--- config.mk ---
export PLATFORM = sky130hd
export DESIGN_NAME = bounded_circular_deque
export DESIGN_NICKNAME = d
export VERILOG_FILES = /design/src/rtl/core/bcd_pkg.sv /design/src/rtl/core/bcd_dp.sv /design/src/rtl/core/bcd_ctrl.sv /design/src/rtl/core/bounded_circular_deque.sv
export SDC_FILE = /design/constraint.sdc
export NUM_CORES = 1
export LEC_CHECK = 0
export BUFFER_PORTS_ARGS = -buffer_cell sky130_fd_sc_hd__buf_2
export CAP_MARGIN = 10
export CORE_MARGIN = 1
export CORE_UTILIZATION = 56
export CTS_CLUSTER_DIAMETER = 40
export CTS_CLUSTER_SIZE = 40
export DETAILED_ROUTE_END_ITERATION = 8
export PLACE_DENSITY = 0.76
export SLEW_MARGIN = 40
export SYNTH_ARGS = -nofsm -noshare
export SYNTH_HDL_FRONTEND = slang
export SYNTH_SLANG_ARGS = --single-unit
--- constraint.sdc ---
create_clock -name clock -period 5.3 [get_ports clock]
set_input_delay 0.265 -clock clock [delete_from_list [all_inputs] [get_ports clock]]
set_output_delay 0.265 -clock clock [all_outputs]
set_load 0.02 [all_outputs]
--- src/rtl/core/bcd_pkg.sv ---
// bounded circular deque package: sizes, codes, command and status types
`timescale 1ns / 1ps

package bcd_pkg;

   localparam int DEPTH = 16;
   localparam int IDX_W = $clog2(DEPTH);
   localparam int CNT_W = $clog2(DEPTH + 1);
   localparam int DATA_W = 32;

   typedef enum logic [2:0] {
      FN_PUSH_FRONT = 3'd0,
      FN_PUSH_BACK  = 3'd1,
      FN_POP_FRONT  = 3'd2,
      FN_POP_BACK   = 3'd3,
      FN_DELETE     = 3'd4,
      FN_CLEAR      = 3'd5,
      FN_DUMP       = 3'd6
   } func_type;

   typedef enum logic [1:0] {
      ST_OK       = 2'd0,
      ST_EMPTY    = 2'd1,
      ST_FULL     = 2'd2,
      ST_NOTFOUND = 2'd3
   } status_type;

   typedef enum logic [2:0] {
      IDX_HOLD,
      IDX_ZERO,
      IDX_INC,
      IDX_SUCC,
      IDX_BACK
   } idx_op_type;

   typedef enum logic [2:0] {
      PTR_NONE,
      PTR_PUSH_FRONT,
      PTR_PUSH_BACK,
      PTR_POP_FRONT,
      PTR_POP_BACK,
      PTR_DELETE,
      PTR_CLEAR
   } ptr_op_type;

   typedef enum logic [1:0] {
      WR_FRONT,
      WR_BACK,
      WR_SHIFT
   } wr_sel_type;

   typedef enum logic [1:0] {
      DS_ZERO,
      DS_RD,
      DS_DEL
   } dsel_type;

   typedef struct packed {
      logic       load;
      logic       rd_en;
      idx_op_type idx_op;
      logic       wr_en;
      wr_sel_type wr_sel;
      logic       cap_en;
      ptr_op_type ptr_op;
      logic       emit;
      status_type emit_status;
      dsel_type   emit_dsel;
      logic       emit_last;
   } bcd_cmd_type;

   typedef struct packed {
      logic [2:0] func;
      logic       out_free;
      logic       full;
      logic       empty;
      logic       match;
      logic       idx_at_back;
   } bcd_sts_type;

   // (a + b) mod DEPTH for a, b below DEPTH
   function automatic logic [IDX_W-1:0] wrap_add(input logic [IDX_W-1:0] a,
                                                 input logic [IDX_W-1:0] b);
      logic [IDX_W:0] sum;
      sum = {1'b0, a} + {1'b0, b};
      if (sum >= (IDX_W + 1)'(DEPTH)) begin
         sum = sum - (IDX_W + 1)'(DEPTH);
      end
      return sum[IDX_W-1:0];
   endfunction

   // (a - 1) mod DEPTH
   function automatic logic [IDX_W-1:0] wrap_dec(input logic [IDX_W-1:0] a);
      logic [IDX_W-1:0] res;
      if (a == '0) begin
         res = IDX_W'(DEPTH - 1);
      end else begin
         res = a - IDX_W'(1);
      end
      return res;
   endfunction

endpackage

--- src/rtl/core/bcd_dp.sv ---
// bounded circular deque datapath: ring store, pointers, scan index, result register
`timescale 1ns / 1ps

module bcd_dp
   import bcd_pkg::*;
(
   input  logic                     clock,
   input  logic                     reset,
   input  bcd_cmd_type              cmd,
   output bcd_sts_type              sts,
   input  logic [2:0]               req_func,
   input  logic signed [DATA_W-1:0] req_value,
   output logic                     rsp_valid,
   input  logic                     rsp_ready,
   output logic [1:0]               rsp_status,
   output logic signed [DATA_W-1:0] rsp_data,
   output logic [CNT_W-1:0]         rsp_count,
   output logic                     rsp_last
);

   logic [DATA_W-1:0] ring_ff [DEPTH];
   logic [DATA_W-1:0] rd_data_ff;
   logic [DATA_W-1:0] del_ff;
   logic [DATA_W-1:0] value_ff;
   logic [2:0]        func_ff;
   logic [IDX_W-1:0]  front_ff, front_in;
   logic [CNT_W-1:0]  count_ff, count_in;
   logic [IDX_W-1:0]  idx_ff, idx_in;
   logic              rsp_valid_ff;
   logic [1:0]        rsp_status_ff;
   logic [DATA_W-1:0] rsp_data_ff;
   logic [CNT_W-1:0]  rsp_count_ff;
   logic              rsp_last_ff;

   logic [IDX_W-1:0]  rd_addr, wr_addr;
   logic [DATA_W-1:0] wr_data, emit_data;
   logic              at_back;

   assign at_back = ({1'b0, idx_ff} + (IDX_W + 1)'(1)) == (IDX_W + 1)'(count_ff);

   always_comb begin
      idx_in = idx_ff;
      case (cmd.idx_op)
         IDX_HOLD: idx_in = idx_ff;
         IDX_ZERO: idx_in = '0;
         IDX_INC:  idx_in = idx_ff + IDX_W'(1);
         IDX_SUCC: idx_in = at_back ? '0 : idx_ff + IDX_W'(1);
         IDX_BACK: idx_in = IDX_W'(count_ff - CNT_W'(1));
         default:  idx_in = idx_ff;
      endcase
   end

   assign rd_addr = wrap_add(front_ff, idx_in);

   always_comb begin
      wr_addr = wrap_dec(front_ff);
      wr_data = value_ff;
      case (cmd.wr_sel)
         WR_FRONT: wr_addr = wrap_dec(front_ff);
         WR_BACK:  wr_addr = wrap_add(front_ff, IDX_W'(count_ff));
         WR_SHIFT: begin
            wr_addr = wrap_add(front_ff, idx_ff - IDX_W'(1));
            wr_data = rd_data_ff;
         end
         default:  wr_addr = wrap_dec(front_ff);
      endcase
   end

   always_comb begin
      front_in = front_ff;
      count_in = count_ff;
      case (cmd.ptr_op)
         PTR_NONE: ;
         PTR_PUSH_FRONT: begin
            front_in = wrap_dec(front_ff);
            count_in = count_ff + CNT_W'(1);
         end
         PTR_PUSH_BACK: count_in = count_ff + CNT_W'(1);
         PTR_POP_FRONT: begin
            front_in = wrap_add(front_ff, IDX_W'(1));
            count_in = count_ff - CNT_W'(1);
         end
         PTR_POP_BACK: count_in = count_ff - CNT_W'(1);
         PTR_DELETE: begin
            if (idx_ff == '0) begin
               front_in = wrap_add(front_ff, IDX_W'(1));
            end
            count_in = count_ff - CNT_W'(1);
         end
         PTR_CLEAR: begin
            front_in = '0;
            count_in = '0;
         end
         default: ;
      endcase
   end

   always_comb begin
      case (cmd.emit_dsel)
         DS_ZERO: emit_data = '0;
         DS_RD:   emit_data = rd_data_ff;
         DS_DEL:  emit_data = del_ff;
         default: emit_data = '0;
      endcase
   end

   // ring store
   always_ff @(posedge clock) begin
      if (cmd.wr_en) begin
         ring_ff[wr_addr] <= wr_data;
      end
   end

   always_ff @(posedge clock) begin
      if (cmd.rd_en) begin
         rd_data_ff <= ring_ff[rd_addr];
      end
   end

   always_ff @(posedge clock) begin
      if (cmd.load) begin
         func_ff  <= req_func;
         value_ff <= req_value;
      end
      if (cmd.cap_en) begin
         del_ff <= rd_data_ff;
      end
      if (cmd.emit) begin
         rsp_status_ff <= cmd.emit_status;
         rsp_data_ff   <= emit_data;
         rsp_count_ff  <= count_in;
         rsp_last_ff   <= cmd.emit_last;
      end
   end

   always_ff @(posedge clock) begin
      if (reset) begin
         front_ff     <= '0;
         count_ff     <= '0;
         idx_ff       <= '0;
         rsp_valid_ff <= 1'b0;
      end else begin
         front_ff <= front_in;
         count_ff <= count_in;
         idx_ff   <= idx_in;
         if (cmd.emit) begin
            rsp_valid_ff <= 1'b1;
         end else if (rsp_ready) begin
            rsp_valid_ff <= 1'b0;
         end
      end
   end

   assign sts.func        = func_ff;
   assign sts.out_free    = !rsp_valid_ff || rsp_ready;
   assign sts.full        = count_ff >= CNT_W'(DEPTH);
   assign sts.empty       = count_ff == '0;
   assign sts.match       = rd_data_ff == value_ff;
   assign sts.idx_at_back = at_back;

   assign rsp_valid  = rsp_valid_ff;
   assign rsp_status = rsp_status_ff;
   assign rsp_data   = rsp_data_ff;
   assign rsp_count  = rsp_count_ff;
   assign rsp_last   = rsp_last_ff;

   a_count_bound: assert property (@(posedge clock) disable iff (reset)
      count_ff <= CNT_W'(DEPTH))
      else $error("entry count above depth");

   a_push_not_full: assert property (@(posedge clock) disable iff (reset)
      (cmd.ptr_op == PTR_PUSH_FRONT || cmd.ptr_op == PTR_PUSH_BACK) |-> !sts.full)
      else $error("push applied to a full deque");

   a_pop_not_empty: assert property (@(posedge clock) disable iff (reset)
      (cmd.ptr_op == PTR_POP_FRONT || cmd.ptr_op == PTR_POP_BACK
       || cmd.ptr_op == PTR_DELETE) |-> !sts.empty)
      else $error("removal applied to an empty deque");

endmodule

--- src/rtl/core/bcd_ctrl.sv ---
// bounded circular deque controller state machine
`timescale 1ns / 1ps

module bcd_ctrl
   import bcd_pkg::*;
(
   input  logic        clock,
   input  logic        reset,
   input  logic        req_valid,
   output logic        req_ready,
   input  bcd_sts_type sts,
   output bcd_cmd_type cmd
);

   typedef enum logic [7:0] {
      S_IDLE   = 8'b0000_0001,
      S_DECODE = 8'b0000_0010,
      S_POP    = 8'b0000_0100,
      S_DUMP   = 8'b0000_1000,
      S_SRCH   = 8'b0001_0000,
      S_TAKE   = 8'b0010_0000,
      S_SHIFT  = 8'b0100_0000,
      S_FINISH = 8'b1000_0000
   } state_type;

   state_type state_ff, state_in;

   assign req_ready = state_ff == S_IDLE;

   always_comb begin
      state_in        = state_ff;
      cmd.load        = 1'b0;
      cmd.rd_en       = 1'b0;
      cmd.idx_op      = IDX_HOLD;
      cmd.wr_en       = 1'b0;
      cmd.wr_sel      = WR_FRONT;
      cmd.cap_en      = 1'b0;
      cmd.ptr_op      = PTR_NONE;
      cmd.emit        = 1'b0;
      cmd.emit_status = ST_OK;
      cmd.emit_dsel   = DS_ZERO;
      cmd.emit_last   = 1'b1;
      case (state_ff)
         S_IDLE: begin
            if (req_valid) begin
               cmd.load = 1'b1;
               state_in = S_DECODE;
            end
         end
         S_DECODE: begin
            case (sts.func)
               FN_PUSH_FRONT, FN_PUSH_BACK: begin
                  if (sts.out_free) begin
                     cmd.emit = 1'b1;
                     state_in = S_IDLE;
                     if (sts.full) begin
                        cmd.emit_status = ST_FULL;
                     end else begin
                        cmd.wr_en = 1'b1;
                        if (sts.func == FN_PUSH_FRONT) begin
                           cmd.wr_sel = WR_FRONT;
                           cmd.ptr_op = PTR_PUSH_FRONT;
                        end else begin
                           cmd.wr_sel = WR_BACK;
                           cmd.ptr_op = PTR_PUSH_BACK;
                        end
                     end
                  end
               end
               FN_POP_FRONT, FN_POP_BACK, FN_DELETE, FN_DUMP: begin
                  if (sts.empty) begin
                     if (sts.out_free) begin
                        cmd.emit        = 1'b1;
                        cmd.emit_status = ST_EMPTY;
                        state_in        = S_IDLE;
                     end
                  end else begin
                     cmd.rd_en  = 1'b1;
                     cmd.idx_op = (sts.func == FN_POP_BACK) ? IDX_BACK : IDX_ZERO;
                     if (sts.func == FN_DELETE) begin
                        state_in = S_SRCH;
                     end else if (sts.func == FN_DUMP) begin
                        state_in = S_DUMP;
                     end else begin
                        state_in = S_POP;
                     end
                  end
               end
               FN_CLEAR: begin
                  if (sts.out_free) begin
                     cmd.emit   = 1'b1;
                     cmd.ptr_op = PTR_CLEAR;
                     state_in   = S_IDLE;
                  end
               end
               default: begin
                  if (sts.out_free) begin
                     cmd.emit = 1'b1;
                     state_in = S_IDLE;
                  end
               end
            endcase
         end
         S_POP: begin
            if (sts.out_free) begin
               cmd.emit      = 1'b1;
               cmd.emit_dsel = DS_RD;
               cmd.ptr_op    = (sts.func == FN_POP_FRONT) ? PTR_POP_FRONT : PTR_POP_BACK;
               state_in      = S_IDLE;
            end
         end
         S_DUMP: begin
            if (sts.out_free) begin
               cmd.emit      = 1'b1;
               cmd.emit_dsel = DS_RD;
               cmd.emit_last = sts.idx_at_back;
               if (sts.idx_at_back) begin
                  state_in = S_IDLE;
               end else begin
                  cmd.rd_en  = 1'b1;
                  cmd.idx_op = IDX_INC;
               end
            end
         end
         S_SRCH: begin
            if (sts.match) begin
               cmd.rd_en  = 1'b1;
               cmd.idx_op = IDX_SUCC;
               state_in   = S_TAKE;
            end else if (!sts.idx_at_back) begin
               cmd.rd_en  = 1'b1;
               cmd.idx_op = IDX_INC;
            end else if (sts.out_free) begin
               cmd.emit        = 1'b1;
               cmd.emit_status = ST_NOTFOUND;
               state_in        = S_IDLE;
            end
         end
         S_TAKE: begin
            // removed word is in the read register, successor index is held
            cmd.cap_en = 1'b1;
            if (sts.idx_at_back) begin
               state_in = S_FINISH;
            end else begin
               cmd.rd_en  = 1'b1;
               cmd.idx_op = IDX_INC;
               state_in   = S_SHIFT;
            end
         end
         S_SHIFT: begin
            // close the gap one entry a cycle
            cmd.wr_en  = 1'b1;
            cmd.wr_sel = WR_SHIFT;
            if (sts.idx_at_back) begin
               state_in = S_FINISH;
            end else begin
               cmd.rd_en  = 1'b1;
               cmd.idx_op = IDX_INC;
            end
         end
         S_FINISH: begin
            if (sts.out_free) begin
               cmd.emit      = 1'b1;
               cmd.emit_dsel = DS_DEL;
               cmd.ptr_op    = PTR_DELETE;
               state_in      = S_IDLE;
            end
         end
         default: state_in = S_IDLE;
      endcase
   end

   always_ff @(posedge clock) begin
      if (reset) begin
         state_ff <= S_IDLE;
      end else begin
         state_ff <= state_in;
      end
   end

   a_accept_decode: assert property (@(posedge clock) disable iff (reset)
      (req_valid && req_ready) |=> state_ff == S_DECODE)
      else $error("accepted transaction not decoded");

   a_emit_free: assert property (@(posedge clock) disable iff (reset)
      cmd.emit |-> sts.out_free)
      else $error("result written while output register occupied");

   a_last_idle: assert property (@(posedge clock) disable iff (reset)
      (cmd.emit && cmd.emit_last) |=> state_ff == S_IDLE)
      else $error("final result not followed by idle");

endmodule

--- src/rtl/core/bounded_circular_deque.sv ---
// bounded circular deque top level: controller and datapath
//
// Usage: each request transaction on req_ carries one command (req_func) and a
// word (req_value). The block answers on rsp_ with status, data, the entry count
// after the command and a last flag. Every command gives one response except a
// dump of a non-empty deque, which gives one response per entry, front first,
// with rsp_last on the final one.
// Timing: one command at a time. A request is taken only while the controller
// is idle. Push, clear and empty or full cases respond from the decode state,
// pops from the pop state. A dump gives its first response from the dump
// state, then one per cycle while the receiver keeps up. Delete-after scans
// the ring store one entry a cycle through its single registered read port,
// then shifts the entries behind the removed one one per cycle. Throughput is
// set by the controller returning to idle; a new request can be taken while
// the previous response still waits in the output register.
// Reset empties the deque (front index and count to zero); store contents are
// undefined until written and no clearing pass is needed.
// Receiver stall: while rsp_valid is held without rsp_ready the controller
// waits in its state before producing the next response; nothing is lost.

`timescale 1ns / 1ps

module bounded_circular_deque
   import bcd_pkg::*;
(
   input  logic                     clock,
   input  logic                     reset,
   input  logic                     req_valid,
   output logic                     req_ready,
   input  logic [2:0]               req_func,
   input  logic signed [DATA_W-1:0] req_value,
   output logic                     rsp_valid,
   input  logic                     rsp_ready,
   output logic [1:0]               rsp_status,
   output logic signed [DATA_W-1:0] rsp_data,
   output logic [CNT_W-1:0]         rsp_count,
   output logic                     rsp_last
);

   bcd_cmd_type cmd;
   bcd_sts_type sts;

   bcd_ctrl u_ctrl (
      .clock     (clock),
      .reset     (reset),
      .req_valid (req_valid),
      .req_ready (req_ready),
      .sts       (sts),
      .cmd       (cmd)
   );

   bcd_dp u_dp (
      .clock      (clock),
      .reset      (reset),
      .cmd        (cmd),
      .sts        (sts),
      .req_func   (req_func),
      .req_value  (req_value),
      .rsp_valid  (rsp_valid),
      .rsp_ready  (rsp_ready),
      .rsp_status (rsp_status),
      .rsp_data   (rsp_data),
      .rsp_count  (rsp_count),
      .rsp_last   (rsp_last)
   );

endmodule

After elaboration in Yosys (flattened, before gate mapping). Memories as Yosys holds them, arrays and structs flattened. A register that Yosys moved wholly into a read port is not among the register bits. Cells that the tools add are included.

Word-level logic and storage cells: 154. Bits in registers: 129. Bits of input ports: 39. Bits in writable memories: 512. Memories: 1. Output and inout bits: 42.

Reductions and logical operators: 17. Add/subtract/negate cells: 14. Equality and inequality tests: 36. Magnitude comparators: 5. Mux-type cells: 69.

Memories: u_dp.ring_ff (depth 16, bits a word 32, rd ports 1, clocked after memory_dff 1, write ports 1, RTL line bcd_dp.sv:21) `logic [DATA_W-1:0] ring_ff [DEPTH];`.

Operator list (count): 8-bit two-way mux (10); 4-bit two-way mux (16); 32-bit case mux with 2 select lines (1); 8-bit case mux with 7 select lines (1); 4-bit case mux with 4 select lines (3); 3-bit two-way mux (11); 32-bit equality test (1); 32-bit two-way mux (1); 5-bit greater-or-equal comparator, second input constant (5); 4-bit by 1-bit subtractor with 4-bit output, second input constant (6); 3-bit equality test, second input constant (7); 3-bit by 2-bit equality test with 1-bit output, second input constant (6); 4-bit by 4-bit adder with 5-bit output (3); 5-bit case mux with 3 select lines (1); 3-bit case mux with 2 select lines (2); 4-bit by 1-bit adder with 5-bit output, second input constant (2); 1-bit two-way mux (10); 3-bit by 1-bit equality test with 1-bit output, second input constant (3); 3-bit case mux with 3 select lines (1); 8-bit by 1-bit equality test with 1-bit output, second input constant (1); 8-bit by 2-bit equality test with 1-bit output, second input constant (1); 8-bit by 3-bit equality test with 1-bit output, second input constant (1); 8-bit by 4-bit equality test with 1-bit output, second input constant (1); 8-bit by 5-bit equality test with 1-bit output, second input constant (1); 32 further kinds (46).

Logic depth before layout (Yosys ltp).
Depth in word-level cells: 10. Mapped depth: 20. Depth with buffers taken out: 17.

By module. From an unflattened synthesis, not the netlist that was laid out.

Cells, all modules: 1605. Area total of the unflattened synthesis: 28185.8 µm².

By module, submodules not included: bcd_dp (seq. area each 19829.0 µm², instances 1, cells an instance 1476, area an instance 27320.0 µm²); bcd_ctrl (seq. area each 160.2 µm², instances 1, cells an instance 129, area an instance 865.8 µm²).

Worst setup path before layout. OpenSTA, ideal clock, no wires.

Path kind: register -> register. Start point: reg u_ctrl.state_ff[4]. End point: mem u_dp.ring_ff[11][0] (enable). Slack: 0.033 ns. Arrival: 4.845 ns. Library setup time: 0.421 ns. Buffers on the path: 3. Required time: 4.879 ns. Period minus slack after synthesis: 5.267 ns. Cell stages (with the launch flop): 18. Cell sequence: dfxtp_1 > buf_2 > nor3_2 > nand4_1 > nor4_2 > nand2_1 > ha_1 > buf_1 > clkbuf_1 > nor2_1 > a21oi_1 > ha_1 > inv_1 > fa_1 > mux2_2 > nor2_1 > nand2_1 > nor2_1.

Cells in the longest elaborated chain, start to end: 4. Elaborated cells between the ends (all ways): 8. Classes of those cells: eq/ne (4); mux (4).

RTL lines: start, declared (RTL line bcd_ctrl.sv:26) `state_type state_ff, state_in;`; start signal, assigned (RTL line bcd_ctrl.sv:177) `state_ff <= state_in;`; 8-bit by 7-bit equality test with 1-bit output / 8-bit by 2-bit equality test with 1-bit output (equally long branches) (RTL line bcd_ctrl.sv:43) `case (state_ff)`; 3-bit case mux with 2 select lines * (RTL line bcd_ctrl.sv:43); 2-bit equality test (tied with other cells) (RTL line bcd_dp.sv:58) `case (cmd.wr_sel)`; 4-bit case mux with 2 select lines / 1-bit two-way mux (equally long branches) (RTL line bcd_dp.sv:58, bcd_dp.sv:110); end, declared (RTL line bcd_dp.sv:21).

Every way passes the cells marked *; elsewhere a longest branch is shown, timed or not.

Final worst setup path.
Start point: reg u_dp.rd_data_ff[7] (read register of u_dp.ring_ff). End point: reg u_dp.rd_data_ff[11] (read register of u_dp.ring_ff) (data pin).

Cells in the longest elaborated chain, start to end: 8. Elaborated cells between the ends (all ways): 12. Classes of those cells: add/sub (2); order compare (1); eq/ne (5); mux (4).

RTL lines: start, declared (RTL line bcd_dp.sv:22) `logic [DATA_W-1:0] rd_data_ff;`; 32-bit equality test * (RTL line bcd_dp.sv:158) `assign sts.match = rd_data_ff == value_ff;`; 4-bit two-way mux * (RTL line bcd_ctrl.sv:126) `if (sts.match) begin`; 4-bit case mux with 4 select lines * (RTL line bcd_ctrl.sv:43); 3-bit equality test (tied with other cells) (RTL line bcd_dp.sv:43) `case (cmd.idx_op)`; 4-bit case mux with 4 select lines * (RTL line bcd_dp.sv:43); via u_dp.idx_in[0] (RTL line bcd_dp.sv:28) `logic [IDX_W-1:0] idx_ff, idx_in;`; 4-bit by 4-bit adder with 5-bit output * (RTL line bcd_pkg.sv:85) `sum = {1'b0, a} + {1'b0, b};`; 4-bit by 1-bit subtractor with 4-bit output / 5-bit greater-or-equal comparator (equally long branches) (RTL line bcd_pkg.sv:87, bcd_pkg.sv:86); 4-bit two-way mux * (RTL line bcd_pkg.sv:86) `if (sum >= (IDX_W + 1)'(DEPTH)) begin`.

Mark *: on every way through the listed nets, which the timed path passes. The rest lies on a longest branch. A chain may end at the register's enable or synchronous reset.

==> summary.md <==
| Metric | Value |
|---|---|
| Failing checks | negative setup slack |
| Final HPWL DP | 43400 microns |
| Synth unique cells | 69 |
| Share of post-route cells with drive strength above 1 | 20.9% |
| Most frequent cell after synthesis | edfxtp_1 |
| Final setup margin | -14.9 ps |
| CTS tree | yes |
| Initial antenna violation count | 0 |
| Fin nets | 2359 |
| Fillcell total | 3371 |
| Synthesized cell area | 29800 sq um |
| DR iter-0 viols | 2599 |
| Synth area leaders | edfxtp_1 (66%), a2111oi_0 (7.4%), nor2b_1 (5.5%) |
| Period minus WS final | 5310 ps |
| Cells after Synth | 2152 |
| Sink Count | 673 |
| Fin area | 35500 sq um |
| Total gr overflow | 0 |
| Commonest register cell after synthesis | edfxtp_1 |
| Antenna cells | 0 |
| Number of setup violations in the final report | 1 |
| WL/cell | 26.1 microns |
| Setup slack after placement | -307 ps |
| Clock Skews | 36.9 ps |
| DIE AREA | 54200 sq um |
| CTS max path bufs | 3 |
| Max frequency | 188 MHz |
| Syn_area_per_cell | 13.9 sq um |
| HP Class | in -> reg |
| Worst-margin pin slew | 847 ps |
| ANT nets after route | 0 |
| Worst setup EP type | flop |
| CP Launch Type | flop |
| Fin. max-slew vios | 0 |
| Critical Path RT | 5660 ps |
| Vert. Die Dim | 233 microns |
| Final hold vios | 0 |
| Vias | 20307 |
| Clock H-tree levels | 3 |
| Area grow syn2layout | 19.1% |
| Worst Path Arrival | 5670 ps |
| Commonest cells post-synth | edfxtp_1 (651), nor2b_1 (262), a2111oi_0 (252), clkbuf_1 (147), nand2_1 (127) |
| Routed vias/inst | 6.64 |
| Row count | 84 |
| Max-cap violations | 0 |
| First-pass GRT wire length | 115000 microns |
| Mux cell area share after synthesis | 2.60% |
| I/O Pins | 81 |
| Period utilization | 100% |
| IO Port Bufs | 80 |
| Rel. slew slack | 43.5% |
| Post-synthesis sequential area ratio | 67.0% |
| Synth area leader | edfxtp_1 |
| Post-synthesis adder-cell area fraction | 0.848% |
| Synth async-reset ratio | 0% |
| Skew-Pair Late Insertion Delay | 640 ps |
| TritonCTS Buffers | 83 |
| Worst Path Max Fanout | 50 |
| Drt pass-1 iters | 6 |
| Synth top area share | 65.6% |
| WL final | 79900 microns |
| Remaining DRCs | 0 |
| Yosys synthesis warning count | 0 |
| Placed insts | 2839 |
| Status | complete, but fails checks |
| CTS Root Cell | clkbuf_16 |
| Non-Filler Instances | 3058 |
| Fin util | 67.6% |
| XOR/XNOR share of the synthesized area | 1.52% |
| RSZ-0062 raised after global routing | true |
| Vias in the first global route | 19216 |
| Simple-Gate Fraction of Synth Area | 11.5% |
| EDFF count, synth | 651 |
| Fin Hold WS | 99.3 ps |
| PD cells | 336 nW/um^2 |
| Max IR drop VDD | 0.000229 V |
| Main combinational cell family by area after synthesis | compound AO/OA/AOI/OAI gates |
| Largest net degree at the start of global routing | 130 |
| Core area | 52600 sq um |
| GPL Wtd Cong | 0.882 |
| Compound-Gate Fraction of Synth Area | 13.1% |
| Reg clk slew, reported paths | 60 ps |
| Setup Crit Path Kind | reg -> reg |
| Post-DP Area | 31600 sq um |
| GRT Resource Usage Total | 28.6% |
| Static Leakage | 0.0115 uW |
| Synth Register Bits | 673 |
| Post-synth net total | 2210 |
| Starting Density | 56.7% |
| Die X | 233 microns |
-- kinds of logic (layout without fill, tap and decap cells) --
family,after synthesis,after routing
adders and majority gates,19,19
and+or+nand+nor,627,627
buffers and inverters,253,471
xor gates and xnor gates,50,50
AOI/OAI and AO/OA,458,458
DFF,673,673
muxes,72,72
-- sequential cells by signal, indices dropped and copies added (netlist names), 4 cells and up --
name and cells:
u_dp.ring_ff 512, u_dp.del_ff 32, u_dp.rd_data_ff 32, u_dp.rsp_data 32
u_dp.value_ff 32, u_ctrl.state_ff 8, u_dp.count_ff 5, u_dp.rsp_count 5
u_dp.front_ff 4, u_dp.idx_ff 4
-- routing by layer --
layer	GRT usage, %	share of wire [%]	wire [microns]	vias to the layer above
met5	0	0	0	-
met4	12.7	4.1	3250	0
met3	4.80	11	8460	218
met2	45.0	47	37200	1271
met1	39.1	39	31000	10027
li1	-	-	-	8791
-- critical path, stage by stage (launching register included) --
cell,delay [ps]
edfxtp_1,550
xnor2_2,240
nand4_1,160
nor4_4,390
buf_4,180
nand4_1,200
o31ai_2,170
o22ai_2,150
ha_4,190
inv_1,70
fa_4,750
buf_16,250
a2111oi_0,710
nor4_2,150
buf_4,190
mux2i_1,200
a32oi_1,90
o21ai_0,280
a221oi_2,60
-- placed cells by master, fill, tap and decap left out, types with 11 or more instances in the layout --
master         netlist  layout
a2111oi_0          252     197
a2111oi_1            0      40
a2111oi_2            0      14
a21oi_1             17      17
a221oi_2            31      31
a22oi_1             33      33
a32oi_1             33      33
buf_12               3      28
buf_2               12      80
buf_4                0      84
clkbuf_16            0      90
dfxtp_1             22      22
dlygate4sd3_1        0      35
edfxtp_1           651     651
ha_1                17      11
inv_1               80      80
inv_6                0      12
mux2_2              34      34
mux2i_1             37      37
nand2_1            127     127
nand3_1             13      13
nand4_1             16      16
nor2_1              96      79
nor2_4               0      16
nor2b_1            262     262
nor3_1              12      11
nor4_1              67      50
nor4_2               1      17
o21ai_0             35      35
o21ai_1             12      12
xnor2_1             43      36
-- worst paths after layout --
check                          startpoint                              end  slack [ps]  cells past startpoint
min                                 reset  u_ctrl.state_ff[3]$_SDFFE_PP0P_         100                      2
min reg2reg  u_dp.rd_data_ff[0]$_DFFE_PP_         u_dp.del_ff[0]$_DFFE_PP_         530                      0
max          u_dp.rd_data_ff[7]$_DFFE_PP_    u_dp.rd_data_ff[11]$_DFFE_PP_         -10                     18
max reg2reg  u_dp.rd_data_ff[7]$_DFFE_PP_    u_dp.rd_data_ff[11]$_DFFE_PP_         -10                     18
-- cell type report --
| class | count | area, sq um | area share (%) |
|---|---|---|---|
| tap | 688 | 861 | 2.42 |
| clock buffer | 91 | 2190 | 6.17 |
| sequential | 673 | 20000 | 56.3 |
| multi-input combinational | 1226 | 9390 | 26.5 |
| clock inverter | 63 | 653 | 1.84 |
| timing repair buffer | 236 | 2120 | 5.97 |
| inverter | 81 | 305 | 0.860 |
-- timing repair --
item,CTS,global route
setup buffers,1,26
hold buffers,35,0
endpoints found under the hold margin,35,0
gates resized for setup,11,102
endpoints found under the setup margin,29,32
pin swaps,2,28
gates cloned,0,3
-- report_power, final --
group          internal [uW]  switching (uW)  total, uW  leakage [uW]
clock network           3340            2410       5740       0.00136
logic                   93.8             192        286       0.00404
registers               5870            24.2       5900       0.00611
total                   9300            2620      11900        0.0115
-- per-stage QoR --
stage / power [uW] / setup TNS, ps
after detailed placement: 6250 / -2940
after global placement: 6240 / -448
final: 11900 / -14.9
after CTS: 11900 / 0
after floorplan: 6140 / 0
after global routing: 12200 / -491
(Power assumes the default switching activity.)
